<file path="src/rtl/core/fvlc_pkg.sv">
package fvlc_pkg;

    localparam logic [15:0] SECTOR_BYTES = 16'd512;
    localparam int          SECTOR_SHIFT = 9;
    localparam int          ROOT_ALIGN_BITS = 6;   // 64-entry alignment
    localparam int          ENTRY_SHIFT = 4;       // 32-byte entries, 16 to a sector

    localparam logic [27:0] FAT16_END = 28'h000FFFF;
    localparam logic [27:0] FAT32_END = 28'hFFFFFFF;

    localparam int DIV_BITS      = 32;
    localparam int BITS_PER_STEP = 4;
    localparam int DIV_STAGES    = DIV_BITS / BITS_PER_STEP;
    localparam int PIPE_DEPTH    = DIV_STAGES + 3;

    typedef enum logic [3:0] {
        ST_OK          = 4'd0,
        ST_SECTOR_SIZE = 4'd1,
        ST_ZERO_SPC    = 4'd2,
        ST_PARTITION   = 4'd3,
        ST_ZERO_FATS   = 4'd4,
        ST_ZERO_FSIZE  = 4'd5,
        ST_ROOT_COUNT  = 4'd6,
        ST_BELOW_TABLE = 4'd7,
        ST_BELOW_ROOT  = 4'd8,
        ST_BELOW_DATA  = 4'd9,
        ST_NO_CLUSTERS = 4'd10
    } status_t;

    // after the field checks and the FAT area product
    typedef struct packed {
        status_t     status;
        logic        is32;
        logic [31:0] total;
        logic [39:0] fat_area;
        logic [15:0] table_start;
        logic [11:0] root_sectors;
        logic [7:0]  spc;
    } chk_t;

    // travels down the divider
    typedef struct packed {
        status_t     status;
        logic        is32;
        logic [15:0] table_start;
        logic [31:0] root_start;
        logic [31:0] data_start;
        logic [31:0] total;
        logic [7:0]  spc;
        logic [31:0] dividend;
        logic [7:0]  partial;
        logic [31:0] quot;
    } div_t;

endpackage

</file>
<file path="src/rtl/core/fat_volume_layout_check_core.sv">
// Channel   Handshake                       Payload
// item      item_valid / item_ready         fat_kind .. partition_sectors
// result    result_valid / result_ready     status .. link_end
//
// One beat per cycle in and out unless a low result_ready stalls; each beat is registered in
// the check, layout, 8 divider stages of 4 restoring steps each, then the output stage.
// Reset clears only the stage valid bits; data registers hold whatever they last took.
// Each stage takes a new beat whenever it is empty or the stage after it moves,
// so bubbles close up behind a stalled result and nothing is dropped or repeated.
module fat_volume_layout_check_core (
    input  logic        clk,
    input  logic        rst_n,
    input  logic        item_valid,
    output logic        item_ready,
    input  logic        fat_kind,
    input  logic [15:0] bytes_per_sector,
    input  logic [7:0]  sectors_per_cluster,
    input  logic [15:0] reserved_sectors,
    input  logic [7:0]  fat_copies,
    input  logic [15:0] root_entries,
    input  logic [15:0] total_small,
    input  logic [31:0] total_large,
    input  logic [15:0] fat_size_small,
    input  logic [31:0] fat_size_large,
    input  logic [31:0] partition_sectors,
    output logic        result_valid,
    input  logic        result_ready,
    output logic [3:0]  status,
    output logic [31:0] table_start,
    output logic [31:0] root_start,
    output logic [31:0] data_start,
    output logic [31:0] data_clusters,
    output logic [16:0] cluster_bytes,
    output logic [31:0] total_sectors,
    output logic [27:0] link_end
);
    import fvlc_pkg::*;

    logic [PIPE_DEPTH-1:0] valid_reg;
    logic [PIPE_DEPTH-1:0] valid_next;
    logic [PIPE_DEPTH:0]   ready;

    chk_t    chk;
    div_t    div [0:DIV_STAGES];
    div_t    last;
    status_t final_status;
    logic    fail;

    always_comb
    begin
        ready[PIPE_DEPTH] = result_ready;
        for (int i = PIPE_DEPTH - 1; i >= 0; i--)
        begin
            ready[i] = !valid_reg[i] || ready[i+1];
        end
        valid_next[0] = ready[0] ? item_valid : valid_reg[0];
        for (int i = 1; i < PIPE_DEPTH; i++)
        begin
            if (ready[i])
            begin
                valid_next[i] = valid_reg[i-1];
            end
            else
            begin
                valid_next[i] = valid_reg[i];
            end
        end
    end

    always_ff @(posedge clk or negedge rst_n)
    begin
        if (!rst_n)
        begin
            valid_reg <= '0;
        end
        else
        begin
            valid_reg <= valid_next;
        end
    end

    assign item_ready = ready[0];

    fvlc_check_stage u_check (
        .clk                 (clk),
        .load                (ready[0]),
        .fat_kind            (fat_kind),
        .bytes_per_sector    (bytes_per_sector),
        .sectors_per_cluster (sectors_per_cluster),
        .reserved_sectors    (reserved_sectors),
        .fat_copies          (fat_copies),
        .root_entries        (root_entries),
        .total_small         (total_small),
        .total_large         (total_large),
        .fat_size_small      (fat_size_small),
        .fat_size_large      (fat_size_large),
        .partition_sectors   (partition_sectors),
        .chk                 (chk)
    );

    fvlc_layout_stage u_layout (
        .clk  (clk),
        .load (ready[1]),
        .chk  (chk),
        .div  (div[0])
    );

    for (genvar g = 0; g < DIV_STAGES; g++)
    begin : g_div
        fvlc_div_stage u_div (
            .clk  (clk),
            .load (ready[g+2]),
            .din  (div[g]),
            .dout (div[g+1])
        );
    end

    assign last = div[DIV_STAGES];

    always_comb
    begin
        if (last.status == ST_OK && last.quot == 32'd0)
        begin
            final_status = ST_NO_CLUSTERS;
        end
        else
        begin
            final_status = last.status;
        end
    end

    assign fail = (final_status != ST_OK);

    logic [3:0]  status_reg;
    logic [31:0] table_start_reg;
    logic [31:0] root_start_reg;
    logic [31:0] data_start_reg;
    logic [31:0] data_clusters_reg;
    logic [16:0] cluster_bytes_reg;
    logic [31:0] total_sectors_reg;
    logic [27:0] link_end_reg;

    // zero every numeric field of a failed record
    always_ff @(posedge clk)
    begin
        if (ready[PIPE_DEPTH-1])
        begin
            status_reg        <= final_status;
            table_start_reg   <= fail ? 32'd0 : {16'd0, last.table_start};
            root_start_reg    <= fail ? 32'd0 : last.root_start;
            data_start_reg    <= fail ? 32'd0 : last.data_start;
            data_clusters_reg <= fail ? 32'd0 : last.quot;
            cluster_bytes_reg <= fail ? 17'd0 : {last.spc, {SECTOR_SHIFT{1'b0}}};
            total_sectors_reg <= fail ? 32'd0 : last.total;
            link_end_reg      <= fail ? 28'd0 : (last.is32 ? FAT32_END : FAT16_END);
        end
    end

    assign result_valid  = valid_reg[PIPE_DEPTH-1];
    assign status        = status_reg;
    assign table_start   = table_start_reg;
    assign root_start    = root_start_reg;
    assign data_start    = data_start_reg;
    assign data_clusters = data_clusters_reg;
    assign cluster_bytes = cluster_bytes_reg;
    assign total_sectors = total_sectors_reg;
    assign link_end      = link_end_reg;

`ifndef SYNTH
    a_fail_zero: assert property (@(posedge clk) disable iff (!rst_n)
        result_valid && status != ST_OK |->
            table_start == 32'd0 && data_clusters == 32'd0 && link_end == 28'd0)
        else $error("failed record carries nonzero fields");

    a_ok_layout: assert property (@(posedge clk) disable iff (!rst_n)
        result_valid && status == ST_OK |->
            data_clusters != 32'd0 && root_start >= table_start &&
            data_start >= root_start && total_sectors >= data_start)
        else $error("accepted layout is out of order");

    a_status_range: assert property (@(posedge clk) disable iff (!rst_n)
        result_valid |-> status <= ST_NO_CLUSTERS)
        else $error("status code out of range");

    a_empty_takes: assert property (@(posedge clk) disable iff (!rst_n)
        !result_valid |-> item_ready)
        else $error("pipeline refuses a beat with the output empty");
`endif

endmodule

</file>
<file path="src/rtl/core/fvlc_check_stage.sv">
module fvlc_check_stage (
    input  logic             clk,
    input  logic             load,
    input  logic             fat_kind,
    input  logic [15:0]      bytes_per_sector,
    input  logic [7:0]       sectors_per_cluster,
    input  logic [15:0]      reserved_sectors,
    input  logic [7:0]       fat_copies,
    input  logic [15:0]      root_entries,
    input  logic [15:0]      total_small,
    input  logic [31:0]      total_large,
    input  logic [15:0]      fat_size_small,
    input  logic [31:0]      fat_size_large,
    input  logic [31:0]      partition_sectors,
    output fvlc_pkg::chk_t   chk
);
    import fvlc_pkg::*;

    chk_t        chk_reg;
    chk_t        chk_next;
    logic [31:0] total;
    logic [31:0] fsize;
    logic        root_ok;

    always_comb
    begin
        total = (total_large != 32'd0) ? total_large : {16'd0, total_small};
        fsize = fat_kind ? fat_size_large : {16'd0, fat_size_small};
        if (fat_kind)
        begin
            root_ok = (root_entries == 16'd0);
        end
        else
        begin
            root_ok = (root_entries != 16'd0) &&
                      (root_entries[ROOT_ALIGN_BITS-1:0] == '0);
        end

        chk_next.is32         = fat_kind;
        chk_next.total        = total;
        chk_next.fat_area     = 40'(fat_copies) * 40'(fsize);
        chk_next.table_start  = reserved_sectors;
        chk_next.root_sectors = root_entries[15:ENTRY_SHIFT];
        chk_next.spc          = sectors_per_cluster;

        priority if (bytes_per_sector != SECTOR_BYTES)
            chk_next.status = ST_SECTOR_SIZE;
        else if (sectors_per_cluster == 8'd0)
            chk_next.status = ST_ZERO_SPC;
        else if (total > partition_sectors)
            chk_next.status = ST_PARTITION;
        else if (fat_copies == 8'd0)
            chk_next.status = ST_ZERO_FATS;
        else if (fsize == 32'd0)
            chk_next.status = ST_ZERO_FSIZE;
        else if (!root_ok)
            chk_next.status = ST_ROOT_COUNT;
        else
            chk_next.status = ST_OK;
    end

    always_ff @(posedge clk)
    begin
        if (load)
        begin
            chk_reg <= chk_next;
        end
    end

    assign chk = chk_reg;

endmodule

</file>
<file path="src/rtl/core/fvlc_layout_stage.sv">
module fvlc_layout_stage (
    input  logic             clk,
    input  logic             load,
    input  fvlc_pkg::chk_t   chk,
    output fvlc_pkg::div_t   div
);
    import fvlc_pkg::*;

    div_t        div_reg;
    div_t        div_next;
    logic [40:0] root_sum;
    logic [41:0] data_sum;
    logic [41:0] total_w;

    always_comb
    begin
        root_sum = {25'd0, chk.table_start} + {1'b0, chk.fat_area};
        data_sum = {1'b0, root_sum} + (chk.is32 ? 42'd0 : {30'd0, chk.root_sectors});
        total_w  = {10'd0, chk.total};

        div_next.is32        = chk.is32;
        div_next.table_start = chk.table_start;
        div_next.root_start  = root_sum[31:0];
        div_next.data_start  = data_sum[31:0];
        div_next.total       = chk.total;
        div_next.spc         = chk.spc;
        div_next.dividend    = chk.total - data_sum[31:0];
        div_next.partial     = 8'd0;
        div_next.quot        = 32'd0;

        priority if (chk.status != ST_OK)
            div_next.status = chk.status;
        else if (chk.total < {16'd0, chk.table_start})
            div_next.status = ST_BELOW_TABLE;
        else if (!chk.is32 && (total_w < {1'b0, root_sum}))
            div_next.status = ST_BELOW_ROOT;
        else if (total_w < data_sum)
            div_next.status = ST_BELOW_DATA;
        else
            div_next.status = ST_OK;
    end

    always_ff @(posedge clk)
    begin
        if (load)
        begin
            div_reg <= div_next;
        end
    end

    assign div = div_reg;

endmodule

</file>
<file path="src/rtl/core/fvlc_div_stage.sv">
module fvlc_div_stage (
    input  logic             clk,
    input  logic             load,
    input  fvlc_pkg::div_t   din,
    output fvlc_pkg::div_t   dout
);
    import fvlc_pkg::*;

    div_t       dout_reg;
    div_t       dout_next;
    logic [8:0] trial;

    // restoring division, one quotient bit per step
    always_comb
    begin
        dout_next = din;
        trial     = 9'd0;
        for (int k = 0; k < BITS_PER_STEP; k++)
        begin
            trial              = {dout_next.partial, dout_next.dividend[DIV_BITS-1]};
            dout_next.dividend = {dout_next.dividend[DIV_BITS-2:0], 1'b0};
            if (trial >= {1'b0, din.spc})
            begin
                trial          = trial - {1'b0, din.spc};
                dout_next.quot = {dout_next.quot[DIV_BITS-2:0], 1'b1};
            end
            else
            begin
                dout_next.quot = {dout_next.quot[DIV_BITS-2:0], 1'b0};
            end
            dout_next.partial = trial[7:0];
        end
    end

    always_ff @(posedge clk)
    begin
        if (load)
        begin
            dout_reg <= dout_next;
        end
    end

    assign dout = dout_reg;

endmodule
</file>
<file path="config.mk">
export PLATFORM = sky130hd
export DESIGN_NAME = fat_volume_layout_check_core
export DESIGN_NICKNAME = d
export VERILOG_FILES = /design/src/rtl/core/fvlc_pkg.sv /design/src/rtl/core/fat_volume_layout_check_core.sv /design/src/rtl/core/fvlc_check_stage.sv /design/src/rtl/core/fvlc_layout_stage.sv /design/src/rtl/core/fvlc_div_stage.sv
export SDC_FILE = /design/constraint.sdc
export NUM_CORES = 2
export LEC_CHECK = 0
export BUFFER_PORTS_ARGS = -buffer_cell sky130_fd_sc_hd__buf_2
export CAP_MARGIN = 10
export CORE_AREA = 5 5 520 522
export CTS_BUF_LIST = sky130_fd_sc_hd__clkbuf_4
export DETAILED_ROUTE_END_ITERATION = 16
export DIE_AREA = 0 0 525 527
export GPL_ROUTABILITY_DRIVEN = 0
export HOLD_SLACK_MARGIN = 0.05
export SYNTH_ARGS = -nofsm -noshare
export SYNTH_HDL_FRONTEND = slang
export SYNTH_HIERARCHICAL = 1
export SYNTH_SLANG_ARGS = --single-unit
</file>
<file path="constraint.sdc">
create_clock -name clk -period 23.8 [get_ports clk]
set_input_delay 1.19 -clock clk [delete_from_list [all_inputs] [get_ports clk]]
set_output_delay 1.19 -clock clk [all_outputs]
set_load 0.01 [all_outputs]
</file>
==> out/metrics.cfg <==
[cts]
cts_buffer_depth=4
path_clk_slew_ps=60
clock-sinks=1750
cts_setup_buffers=0
cts-root-buf=clkbuf_4
ctsResizeCount=0
cts_inserted_buffers=437
cts_tree=done
h-tree-depth=5
hold_buffers=21
insertion_delay_ps=1220

[sta]
fin_skew_ps=100
tns_ps=0
rsz0062_at_grt=no
max_freq_mhz=110
finalSetupViolations=0
slew_headroom_pct=13.9
hold_viol_final=0
tightest_slew_ps=1260
min_period_over_period_pct=38.1
report.final.slew_viol_count=0
min_period_ps=9080

[status]
status=finished clean

[global_route]
gr-usage-all-layers_pct=13.8
grt_pass1_wl_mm=300
antenna_found_initial=17
grt.overflow.total=0
grt_max_degree=77
grt_pass1_vias=50800

[layout]
seqCellArea_um2=52500
final_layout_size_suffix_gt1_share_pct=20.6
nets=7440
multi_input_area_um2=28700
largest_reg_flops=1312
fillCellCount=25300
area_growth_pct=13.1

[placed_design]
hpwl_mm=144
port_buffers=382

[critical_path]
path_class=register to register
required_ps=24720
critPathCaptureType=register
slowest_stage=a211oi_4
cp.arrival_ps=10000
slowest_delay_ps=540
cp_max_fo=14
worst_setup_path_start_kind=register
rr_worst_depth=34

[routing]
ant_nets=0
via_per_inst=4.72
drt_iter0_drc=3398
routedWlPerCell_um=18.8
vias=49100
wirelength_mm=196
drc=0
drt-pass1-iter-count=7

[floorplanning]
die_w_um=525
initial_core_util_pct=32.0
dieArea_um2=277000
rows=189
fp.coreArea_um2=265000
io_pins=408
die_h_um=527

[worst_hold_path]
hold-path-cell-count=1
hold_path_class=input pin to register

[logic_synthesis]
synth_warnings=6
synth_cells=5883
synth.avg_cell_area_um2=14.4
syn_area_um2=84600

[run]
maxCapViolations=0

==> area by class of cell <==
cell class | instances | share of cell area [%]
diodes | 7 | 0.0183
repair buffers | 442 | 2.54
flip-flops and latches | 1750 | 54.8
multi-input cells | 3322 | 30.0
well taps | 3533 | 4.62
clock buffers | 598 | 4.69
inverters | 633 | 2.49
clock inverters | 116 | 0.812
==> through the flow <==
| stage | instances | instance area (um^2) | hold slack [ps] | setup slack [ps] | util (%) |
|---|---|---|---|---|---|
| after floorplan | 5914 | 84700 | 400 | 10420 | - |
| after global placement | 9656 | 90200 | 400 | 15180 | 34.1 |
| after detailed placement | 9657 | 90200 | 405 | 14870 | 34.1 |
| after CTS | 10400 | 95700 | 55.8 | 14790 | 36.2 |
| after global routing | 10400 | 95700 | 117 | 13980 | 36.2 |
| final | 10400 | 95700 | 238 | 14720 | 36.2 |
==> worst paths after layout <==
kind | from | slack, ps | to
min | total_large[24] | 240 | u_check/chk[100]
max in group asynchronous | rst_n | 23180 | valid_reg[3]
min in group asynchronous | rst_n | 410 | valid_reg[9]
min reg2reg | g_div[5].u_div/dout[121] | 360 | g_div[6].u_div/dout[121]
max reg2reg | g_div[3].u_div/dout[78] | 14720 | g_div[4].u_div/dout[38]
max | g_div[3].u_div/dout[78] | 14720 | g_div[4].u_div/dout[38]
==> cells in the final DEF (no fill, tap or decap), types with 34 or more instances in the layout <==
cell type / n
clkbuf_4: 598
xnor2_1: 194
buf_4: 38
a21oi_1: 209
nand2_1: 171
nor2_1: 217
inv_1: 620
mux2_2: 88
and2_1: 50
a211oi_1: 104
o21a_1: 42
nor3_1: 58
o21ai_0: 176
o21bai_1: 35
clkinv_1: 75
nand2b_1: 58
nand4_1: 75
fa_1: 214
a21o_1: 173
a211oi_2: 83
nor2b_1: 154
xor2_1: 70
nand3_1: 70
nor4_1: 40
mux2i_1: 57
ha_1: 443
and3_1: 102
conb_1: 34
edfxtp_1: 1739
mux2_4: 49
buf_2: 381
==> critical path, delay by kind of cell, from the launching register on <==
family,cells,cell delay [ps]
AND/OR/NAND/NOR,6,1130
buffers and inverters,4,510
multiplexers,2,760
flip-flops,1,450
AO/OA/AOI/OAI,18,4690
adder cells (fa/ha/maj),4,1250
==> metal layers <==
layer	global-route usage [%]	wire, um	vias to the layer above
li1	-	-	23300
met1	18.5	87600	23900
met2	22.2	90000	1628
met3	2.76	11600	380
met4	5.30	6490	6
met5	0	34	-
Power is left out: the tool's default activity adds up to more than one toggle a clock period on the data nets, which glitch-free logic cannot reach.
